===== config.mk =====
export PLATFORM = sky130hd
export DESIGN_NAME = adaptive_concurrency_limiter
export DESIGN_NICKNAME = d
export VERILOG_FILES = /design/src/design/acl_pkg.sv /design/src/design/acl_ring.sv /design/src/design/acl_judge.sv /design/src/design/adaptive_concurrency_limiter.sv
export SDC_FILE = /design/constraint.sdc
export NUM_CORES = 2
export LEC_CHECK = 0
export ABC_CLOCK_PERIOD_IN_PS = 31000
export BUFFER_PORTS_ARGS = -buffer_cell sky130_fd_sc_hd__buf_2
export CAP_MARGIN = 20
export CORE_AREA = 2 2 315 317
export DETAILED_ROUTE_END_ITERATION = 10
export DIE_AREA = 0 0 317 319
export PLACE_DENSITY = 0.79
export SLEW_MARGIN = 30
export SYNTH_ARGS = -nofsm -noshare
export SYNTH_HDL_FRONTEND = slang
export SYNTH_SLANG_ARGS = --single-unit

===== constraint.sdc =====
create_clock -name clk_i -period 31 [get_ports clk_i]
set_clock_uncertainty 0.05 [all_clocks]
set_input_delay 3.1 -clock clk_i [delete_from_list [all_inputs] [get_ports clk_i]]
set_output_delay 3.1 -clock clk_i [all_outputs]
set_load 0.02 [all_outputs]

===== src/design/acl_pkg.sv =====
// ----------------------------------------------------------------------------
// acl_pkg
// shared types, codes and helpers for the adaptive concurrency limiter
// ----------------------------------------------------------------------------
package acl_pkg;

  localparam int LIMIT_W   = 10;
  localparam int LAT_MS_W  = 16;
  localparam int CFG_IDX_W = 3;
  localparam int CFG_W     = 16;
  localparam int CNT_OUT_W = 6;

  localparam int WINDOW_DEPTH_DEF = 50;
  localparam int MIN_SAMPLES_DEF  = 10;

  // register reset values
  localparam logic [LIMIT_W-1:0]  FLOOR_RST = 10'd5;
  localparam logic [LIMIT_W-1:0]  CEIL_RST  = 10'd500;
  localparam logic [LIMIT_W-1:0]  START_RST = 10'd15;
  localparam logic [LAT_MS_W-1:0] HIGH_RST  = 16'd6000;
  localparam logic [LAT_MS_W-1:0] MID_RST   = 16'd3000;
  localparam logic [LAT_MS_W-1:0] LOW_RST   = 16'd1500;

  // floor(v/5) as multiply by ceil(2^18/5) and shift, exact for v < 2^15
  localparam int DIV_IN_W    = 15;
  localparam int DIV_PROD_W  = 31;
  localparam int DIV5_MUL    = 52429;
  localparam int DIV5_SHIFT  = 18;

  typedef enum logic [1:0] {
    OP_PUSH    = 2'd0,
    OP_ADJUST  = 2'd1,
    OP_RESTART = 2'd2
  } opcode_e;

  typedef enum logic [2:0] {
    ACT_NONE   = 3'd0,
    ACT_FEW    = 3'd1,
    ACT_HARD   = 3'd2,
    ACT_EASE   = 3'd3,
    ACT_RAMP   = 3'd4,
    ACT_STEADY = 3'd5
  } action_e;

  typedef enum logic [CFG_IDX_W-1:0] {
    CFG_FLOOR = 3'd0,
    CFG_CEIL  = 3'd1,
    CFG_START = 3'd2,
    CFG_HIGH  = 3'd3,
    CFG_MID   = 3'd4,
    CFG_LOW   = 3'd5
  } cfg_idx_e;

  typedef struct packed {
    action_e              action;
    logic [LIMIT_W-1:0]   limit;
  } verdict_t;

  function automatic logic [DIV_IN_W-1:0] div5(input logic [DIV_IN_W-1:0] v);
    logic [DIV_PROD_W-1:0] p;
    p = DIV_PROD_W'(v) * DIV_PROD_W'(DIV5_MUL);
    return DIV_IN_W'(p >> DIV5_SHIFT);
  endfunction

endpackage


===== src/design/acl_ring.sv =====
// ----------------------------------------------------------------------------
// acl_ring
// sample window store: one write port, one read port, registered read data
// ----------------------------------------------------------------------------
module acl_ring #(
  parameter int DEPTH  = 50,
  parameter int WIDTH  = 17,
  parameter int ADDR_W = $clog2(DEPTH)
) (
  input  logic              clk_i,
  input  logic              re_i,
  input  logic [ADDR_W-1:0] raddr_i,
  output logic [WIDTH-1:0]  rdata_o,
  input  logic              we_i,
  input  logic [ADDR_W-1:0] waddr_i,
  input  logic [WIDTH-1:0]  wdata_i
);

  logic [WIDTH-1:0] mem [DEPTH];
  logic [WIDTH-1:0] rdata_q;

  always_ff @(posedge clk_i) begin
    if (we_i) begin
      mem[waddr_i] <= wdata_i;
    end
  end

  // read data holds while no read is issued
  always_ff @(posedge clk_i) begin
    if (re_i) begin
      rdata_q <= mem[raddr_i];
    end
  end

  assign rdata_o = rdata_q;

endmodule


===== src/design/acl_judge.sv =====
// ----------------------------------------------------------------------------
// acl_judge
// adjust-tick verdict: rate and latency tests, new limit and clamp
// ----------------------------------------------------------------------------
module acl_judge
  import acl_pkg::*;
#(
  parameter int WINDOW_DEPTH = WINDOW_DEPTH_DEF,
  parameter int MIN_SAMPLES  = MIN_SAMPLES_DEF,
  parameter int CNT_W        = $clog2(WINDOW_DEPTH + 1),
  parameter int LAT_W        = LAT_MS_W + CNT_W
) (
  input  logic [LIMIT_W-1:0] limit_i,
  input  logic [CNT_W-1:0]   count_i,
  input  logic [CNT_W-1:0]   errors_i,
  input  logic [LAT_W-1:0]   lat_total_i,
  input  logic [LAT_W-1:0]   high_prod_i,
  input  logic [LAT_W-1:0]   mid_prod_i,
  input  logic [LAT_W-1:0]   low_prod_i,
  input  logic [LIMIT_W-1:0] floor_i,
  input  logic [LIMIT_W-1:0] ceil_i,
  output verdict_t           verdict_o
);

  localparam int EW = CNT_W + 7;

  logic [EW-1:0]        e_x, n_x;
  logic                 err_hard, err_ease, err_ramp;
  logic [DIV_IN_W-1:0]  m3, m17, hard_v, ease_v, step_v;
  logic [LIMIT_W:0]     target, clip;

  always_comb begin
    e_x = EW'(errors_i);
    n_x = EW'(count_i);
    err_hard = (e_x << 2) > n_x;
    err_ease = ((e_x << 3) + (e_x << 1)) > n_x;
    err_ramp = ((e_x << 6) + (e_x << 5) + (e_x << 2)) < ((n_x << 1) + n_x);

    m3     = (DIV_IN_W'(limit_i) << 1) + DIV_IN_W'(limit_i);
    m17    = (DIV_IN_W'(limit_i) << 4) + DIV_IN_W'(limit_i);
    hard_v = div5(m3);
    ease_v = div5(m17 >> 2);
    step_v = div5(m3 >> 2);
    if (step_v < DIV_IN_W'(2)) begin
      step_v = DIV_IN_W'(2);
    end

    verdict_o.action = ACT_STEADY;
    target = {1'b0, limit_i};
    if (count_i < CNT_W'(MIN_SAMPLES)) begin
      verdict_o.action = ACT_FEW;
    end else if (err_hard || lat_total_i > high_prod_i) begin
      verdict_o.action = ACT_HARD;
      target = (LIMIT_W + 1)'(hard_v);
    end else if (err_ease || lat_total_i > mid_prod_i) begin
      verdict_o.action = ACT_EASE;
      target = (LIMIT_W + 1)'(ease_v);
    end else if (err_ramp && lat_total_i < low_prod_i) begin
      verdict_o.action = ACT_RAMP;
      target = {1'b0, limit_i} + (LIMIT_W + 1)'(step_v);
    end

    // floor wins over ceiling when they cross
    clip = (target < {1'b0, ceil_i}) ? target : {1'b0, ceil_i};
    if (clip < {1'b0, floor_i}) begin
      clip = {1'b0, floor_i};
    end

    if (verdict_o.action == ACT_HARD || verdict_o.action == ACT_EASE ||
        verdict_o.action == ACT_RAMP) begin
      verdict_o.limit = clip[LIMIT_W-1:0];
    end else begin
      verdict_o.limit = limit_i;
    end
  end

endmodule


===== src/design/adaptive_concurrency_limiter.sv =====
// ----------------------------------------------------------------------------
// adaptive_concurrency_limiter
// sliding-window concurrency limit controller
// ----------------------------------------------------------------------------
// each request on the input channel is a pushed completion sample (ok bit and
// latency in ms), an adjust tick or a restart; every request yields exactly
// one result: the limit after it, the action taken and the window fill.
// both channels are valid/ready; the config port is a plain write strobe
// with index and data, to be used only while the block is idle; the block
// itself does not enforce this. a result passes the window read stage, then
// the output register. throughput: one request per cycle while the output
// is not stalled; the window store reads the oldest slot in the accept
// cycle and writes the new sample as the request leaves the read stage,
// when the running sums are updated.
// a stalled receiver holds the result in the output register; one more
// request is taken into the read stage, then input ready drops until the
// output drains.
// reset empties the window, loads limit 15 and the default thresholds; the
// window store itself is not cleared; a stored sample is used only once the window is full.
// ----------------------------------------------------------------------------
module adaptive_concurrency_limiter
  import acl_pkg::*;
#(
  parameter int WINDOW_DEPTH = WINDOW_DEPTH_DEF,
  parameter int MIN_SAMPLES  = MIN_SAMPLES_DEF
) (
  input  logic                 clk_i,
  input  logic                 rst_ni,
  input  logic                 in_valid_i,
  output logic                 in_ready_o,
  input  logic [1:0]           opcode_i,
  input  logic                 sample_ok_i,
  input  logic [LAT_MS_W-1:0]  latency_ms_i,
  output logic                 out_valid_o,
  input  logic                 out_ready_i,
  output logic [LIMIT_W-1:0]   current_limit_o,
  output logic [2:0]           action_o,
  output logic [CNT_OUT_W-1:0] sample_count_o,
  input  logic                 cfg_we_i,
  input  logic [CFG_IDX_W-1:0] cfg_idx_i,
  input  logic [CFG_W-1:0]     cfg_data_i
);

  localparam int CNT_W  = $clog2(WINDOW_DEPTH + 1);
  localparam int SLOT_W = $clog2(WINDOW_DEPTH);
  localparam int LAT_W  = LAT_MS_W + CNT_W;
  localparam int SMP_W  = LAT_MS_W + 1;

  // configuration registers
  logic [LIMIT_W-1:0]  floor_q, ceil_q, start_q;
  logic [LAT_MS_W-1:0] high_q, mid_q, low_q;

  // front state, advanced at accept
  logic [SLOT_W-1:0] write_slot_q, write_slot_d;
  logic [CNT_W-1:0]  held_count_q, held_count_d;

  // back state, advanced when the read stage moves on
  logic [CNT_W-1:0]   error_total_q, error_total_d;
  logic [LAT_W-1:0]   latency_total_q, latency_total_d;
  logic [LIMIT_W-1:0] limit_q, limit_d;

  // read stage
  logic                s1_valid_q;
  logic [1:0]          s1_op_q;
  logic                s1_ok_q;
  logic [LAT_MS_W-1:0] s1_lat_q;
  logic [SLOT_W-1:0]   s1_slot_q;
  logic                s1_full_q;
  logic [CNT_W-1:0]    s1_count_q;
  logic [LAT_W-1:0]    s1_high_q, s1_mid_q, s1_low_q;

  // output register
  logic                 out_valid_q;
  logic [LIMIT_W-1:0]   out_limit_q;
  logic [2:0]           out_action_q;
  logic [CNT_OUT_W-1:0] out_count_q;

  logic               in_acc, s1_adv;
  logic               ring_we;
  logic [SMP_W-1:0]   old_smp;
  logic               old_ok;
  logic [LAT_MS_W-1:0] old_lat;
  logic [LAT_W-1:0]   lat_sub;
  logic               err_sub;
  verdict_t           verdict;
  action_e            res_action;

  assign s1_adv     = s1_valid_q && (!out_valid_q || out_ready_i);
  assign in_ready_o = !s1_valid_q || s1_adv;
  assign in_acc     = in_valid_i && in_ready_o;

  // config writes
  always_ff @(posedge clk_i or negedge rst_ni) begin
    if (!rst_ni) begin
      floor_q <= FLOOR_RST;
      ceil_q  <= CEIL_RST;
      start_q <= START_RST;
      high_q  <= HIGH_RST;
      mid_q   <= MID_RST;
      low_q   <= LOW_RST;
    end else if (cfg_we_i) begin
      case (cfg_idx_i)
        CFG_FLOOR: floor_q <= cfg_data_i[LIMIT_W-1:0];
        CFG_CEIL:  ceil_q  <= cfg_data_i[LIMIT_W-1:0];
        CFG_START: start_q <= cfg_data_i[LIMIT_W-1:0];
        CFG_HIGH:  high_q  <= cfg_data_i;
        CFG_MID:   mid_q   <= cfg_data_i;
        CFG_LOW:   low_q   <= cfg_data_i;
        default: ;
      endcase
    end
  end

  // slot and fill advance at accept; they never wait on stored data
  always_comb begin
    write_slot_d = write_slot_q;
    held_count_d = held_count_q;
    if (in_acc) begin
      if (opcode_i == OP_PUSH) begin
        if (held_count_q < CNT_W'(WINDOW_DEPTH)) begin
          held_count_d = held_count_q + CNT_W'(1);
        end
        if (write_slot_q == SLOT_W'(WINDOW_DEPTH - 1)) begin
          write_slot_d = '0;
        end else begin
          write_slot_d = write_slot_q + SLOT_W'(1);
        end
      end else if (opcode_i == OP_RESTART) begin
        write_slot_d = '0;
        held_count_d = '0;
      end
    end
  end

  always_ff @(posedge clk_i or negedge rst_ni) begin
    if (!rst_ni) begin
      write_slot_q <= '0;
      held_count_q <= '0;
      s1_valid_q   <= 1'b0;
    end else begin
      write_slot_q <= write_slot_d;
      held_count_q <= held_count_d;
      if (in_acc) begin
        s1_valid_q <= 1'b1;
      end else if (s1_adv) begin
        s1_valid_q <= 1'b0;
      end
    end
  end

  // read stage payload; threshold products taken against the current fill
  always_ff @(posedge clk_i) begin
    if (in_acc) begin
      s1_op_q    <= opcode_i;
      s1_ok_q    <= sample_ok_i;
      s1_lat_q   <= latency_ms_i;
      s1_slot_q  <= write_slot_q;
      s1_full_q  <= held_count_q >= CNT_W'(WINDOW_DEPTH);
      s1_count_q <= held_count_d;
      s1_high_q  <= LAT_W'(high_q) * LAT_W'(held_count_q);
      s1_mid_q   <= LAT_W'(mid_q) * LAT_W'(held_count_q);
      s1_low_q   <= LAT_W'(low_q) * LAT_W'(held_count_q);
    end
  end

  // oldest slot read at accept, new sample written as the request moves on;
  // consecutive pushes touch neighbouring slots so the two never meet
  assign ring_we = s1_adv && (s1_op_q == OP_PUSH);

  acl_ring #(
    .DEPTH  (WINDOW_DEPTH),
    .WIDTH  (SMP_W),
    .ADDR_W (SLOT_W)
  ) u_ring (
    .clk_i   (clk_i),
    .re_i    (in_acc),
    .raddr_i (write_slot_q),
    .rdata_o (old_smp),
    .we_i    (ring_we),
    .waddr_i (s1_slot_q),
    .wdata_i ({s1_ok_q, s1_lat_q})
  );

  acl_judge #(
    .WINDOW_DEPTH (WINDOW_DEPTH),
    .MIN_SAMPLES  (MIN_SAMPLES),
    .CNT_W        (CNT_W),
    .LAT_W        (LAT_W)
  ) u_judge (
    .limit_i     (limit_q),
    .count_i     (s1_count_q),
    .errors_i    (error_total_q),
    .lat_total_i (latency_total_q),
    .high_prod_i (s1_high_q),
    .mid_prod_i  (s1_mid_q),
    .low_prod_i  (s1_low_q),
    .floor_i     (floor_q),
    .ceil_i      (ceil_q),
    .verdict_o   (verdict)
  );

  // running sums and limit
  always_comb begin
    old_ok  = old_smp[SMP_W-1];
    old_lat = old_smp[LAT_MS_W-1:0];
    err_sub = s1_full_q && !old_ok && (error_total_q != '0);
    lat_sub = '0;
    if (s1_full_q) begin
      lat_sub = (LAT_W'(old_lat) <= latency_total_q) ? LAT_W'(old_lat) : latency_total_q;
    end

    error_total_d   = error_total_q;
    latency_total_d = latency_total_q;
    limit_d         = limit_q;
    res_action      = ACT_NONE;
    if (s1_adv) begin
      case (s1_op_q)
        OP_PUSH: begin
          error_total_d   = error_total_q - CNT_W'(err_sub) + CNT_W'(!s1_ok_q);
          latency_total_d = latency_total_q - lat_sub + LAT_W'(s1_lat_q);
        end
        OP_ADJUST: begin
          limit_d    = verdict.limit;
          res_action = verdict.action;
        end
        OP_RESTART: begin
          limit_d         = start_q;
          error_total_d   = '0;
          latency_total_d = '0;
        end
        default: ;
      endcase
    end
  end

  always_ff @(posedge clk_i or negedge rst_ni) begin
    if (!rst_ni) begin
      error_total_q   <= '0;
      latency_total_q <= '0;
      limit_q         <= START_RST;
      out_valid_q     <= 1'b0;
    end else begin
      error_total_q   <= error_total_d;
      latency_total_q <= latency_total_d;
      limit_q         <= limit_d;
      if (s1_adv) begin
        out_valid_q <= 1'b1;
      end else if (out_ready_i) begin
        out_valid_q <= 1'b0;
      end
    end
  end

  always_ff @(posedge clk_i) begin
    if (s1_adv) begin
      out_limit_q  <= limit_d;
      out_action_q <= res_action;
      out_count_q  <= CNT_OUT_W'(s1_count_q);
    end
  end

  assign out_valid_o     = out_valid_q;
  assign current_limit_o = out_limit_q;
  assign action_o        = out_action_q;
  assign sample_count_o  = out_count_q;

  // window store never sees a read and a write of the same slot together
  assert property (@(posedge clk_i) disable iff (!rst_ni)
    (in_acc && ring_we) |-> (write_slot_q != s1_slot_q))
    else $error("window read and write hit the same slot");

  // fill never exceeds the window
  assert property (@(posedge clk_i) disable iff (!rst_ni)
    held_count_q <= CNT_W'(WINDOW_DEPTH))
    else $error("window fill beyond depth");

  // while filling, the write slot tracks the fill count
  assert property (@(posedge clk_i) disable iff (!rst_ni)
    (held_count_q < CNT_W'(WINDOW_DEPTH)) |-> (CNT_W'(write_slot_q) == held_count_q))
    else $error("write slot out of step with fill");

  // too-few-samples only reported below the minimum fill
  assert property (@(posedge clk_i) disable iff (!rst_ni)
    (out_valid_q && out_action_q == ACT_FEW) |->
      (out_count_q < CNT_OUT_W'(MIN_SAMPLES)))
    else $error("too-few action with enough samples");

endmodule


==> flow_summary.ini <==
[status]
status = finished, final reports clean

[clock_network]
cts_tree = built
cts.repair.resized = 0
holdBufCountCts = 0
clock_latency_ns = 0.73
cts_setup_buffers = 0
cts_root_buf = clkbuf_16
htreeDepth = 3
cts_buffers = 107
cts_sinks = 1114
clk_pin_slew_ns = 0.06
cts_max_path_buffers = 3

[synthesis]
yosys-top-cells-area = edfxtp_1, mux4_2, fa_1
yosys.area.top_type = edfxtp_1
netlist_instances = 4415
syn-cell-area_mm2 = 0.06310
ys_seq_elements = 1114
ys.flop_type = edfxtp_1
synth_edf_count = 984
syn_area_per_cell_um2 = 14.29
async_flop_share_pct = 11.67
synth_cell_types = 98
ys_top_cells_by_count = edfxtp_1, inv_1, ha_1, nand2_1, fa_1
yosys.area.top_type_share_pct = 46.83
yosys_warnings = 0
ys_seq_area_share_pct = 52.06
yosysMostFrequentCell = edfxtp_1

[global_route]
grt_use_total_pct = 31.56
grt_pass1_wl_um = 237700
grt_pass1_vias = 38983
grt_use_met3_pct = 5.352
grt_max_degree = 114
antenna_found_initial = 4
grt_use_met1_pct = 42.23
grt.busiest_layer = met2
met2_usage_pct = 52.55
overflow = 0

[setup_path]
cp_max_fo = 17
cp-start-kind = register
critPathKind = reg2reg
cp.arrival_ns = 15.45
slowest_stage = dfstp_2
reg2reg_from = limit_q[2]
end_kind = register
cp_data_required_time_ns = 31.38
r2r_setup_slack_ns = 15.93
crit_path_start = limit_q[2]
critPathMaxStageDelay_ns = 0.71
path_common_cell = a21o_1

[sta]
hold_viol_final = 0
setup_tns_ns = 0
worst_pin_slew_ns = 1.056
finalWorstSetupSlack_ns = 15.93
grt_setup_unrepaired = false
slew_headroom_pct = 29.62
slew_viol_final = 0
min_period_ns = 15.07
setup_violations = 0
timing.fmax_mhz = 66.35
final.period_utilization_pct = 48.62

[detailed_routing]
drc = 0
wirelength_um = 155700
post_drt_wl_per_cell_um = 26.28
viasPerCell = 6.414
vias = 38000
drtAntennaViolNets = 0
drtPass1Iterations = 5
first_iter_violations = 3856

[hold_path]
min_from = s1_valid_q
hold_path_class = reg2reg

[die]
dieWidth_um = 317
start_util_pct = 64.59
fp.coreArea_mm2 = 0.09770
die_h_um = 319
rows = 115
dieArea_mm2 = 0.1011
ios = 64

[finish]
finalNetCount = 5361
drive_above_1_share_pct = 16.75
syn2layout_area_growth_pct = 9.317
nFillCells = 6291

[placed_design]
gp_congestion = 0.9076
pre_cts_ws_ns = 16.13
port_buffers = 63
place_hpwl_um = 97470

[run]
cap_violations = 0
[path summary, 6_finish.rpt]
path,endpoint,cells after the start
worst max register to register,current_limit_o[1],56
worst min-delay path,out_valid_o,1
worst max-delay path,current_limit_o[1],56
worst min register to register,out_valid_o,1
min in group asynchronous,low_q[1],1
max in group asynchronous,latency_total_q[13],2
[registers in the layout, summed over array words and instances, names as in the netlist, 10 cells and up]
name             count
current_limit_o     10
low_q               16
u_ring.rdata_o      17
u_ring.mem         850
start_q             10
s1_mid_q            22
s1_low_q            22
limit_q             10
floor_q             10
s1_lat_q            16
high_q              16
latency_total_q     22
mid_q               16
s1_high_q           22
ceil_q              10
[cell type report]
class                   count  area [um^2]  share of cell area, %
diodes                      4        10.01                0.01451
clock buffers             124         2741                  3.974
clock inverters            75        874.6                  1.268
inverters                 548         2072                  3.004
multi-input cells        2621        27760                  40.25
flip-flops and latches   1114        32870                  47.65
well taps                1287         1610                  2.334
repair buffers            152         1037                  1.504
[kinds of logic after synthesis]
family                   after synthesis  share of synthesized area [%]
AO/OA/AOI/OAI                        539                          5.814
XOR/XNOR                             120                          1.666
adder cells (fa/ha/maj)              775                          18.93
buffers and inverters                684                          4.130
flip-flops                          1114                          52.06
multiplexers                         375                          11.50
other                                  1                       0.005943
AND/OR/NAND/NOR                      807                          5.901
[stage by stage]
stage / util, % / hold slack, ns / instances / cell area, um^2
after global placement: 66.82 / 0.4227 / 5720 / 65290
after CTS: 70.55 / 0.4492 / 5920 / 68930
final: 70.61 / 0.4392 / 5925 / 68980
after detailed placement: 66.85 / 0.4316 / 5721 / 65320
after floorplan: - / 0.3929 / 4419 / 63120
after global routing: 70.59 / 0.4675 / 5921 / 68970
[worst max-delay path, delay by kind of cell (launching register included)]
| family | cells | cell delay, ns |
|---|---|---|
| buffers and inverters | 3 | 0.23 |
| flip-flops | 1 | 0.71 |
| XOR/XNOR | 2 | 0.49 |
| AO/OA/AOI/OAI | 33 | 7.64 |
| adder cells (fa/ha/maj) | 12 | 4.49 |
| AND/OR/NAND/NOR | 6 | 1.14 |
[placed cells by master, fill, tap and decap left out, types with 20 or more instances in the layout]
cell type and n:
dfstp_2 37, nor3_1 31, a21oi_1 158, inv_1 545
ha_1 474, buf_4 83, dfrtp_1 83, o21ai_0 101
edfxtp_1 984, fa_1 300, a21o_1 64, xnor2_1 81
o21a_1 20, nor2_1 145, xor2_1 39, nand3_1 38
mux2_2 78, o21bai_1 28, nand4_1 25, mux4_2 272
buf_2 62, nand2_1 356, clkbuf_16 107, nor2_2 28
clkinv_1 30, and2_1 67, mux2i_1 25
[routing by layer]
layer  up-vias  wire [um]
met1     19394      59840
met2      1879      77730
met4         4       6311
met3       366      11830
li1      16357          -
met5         -         19
Power is not shown: default switching activity piles up to over one toggle a cycle in this logic, so the estimate is an artifact.
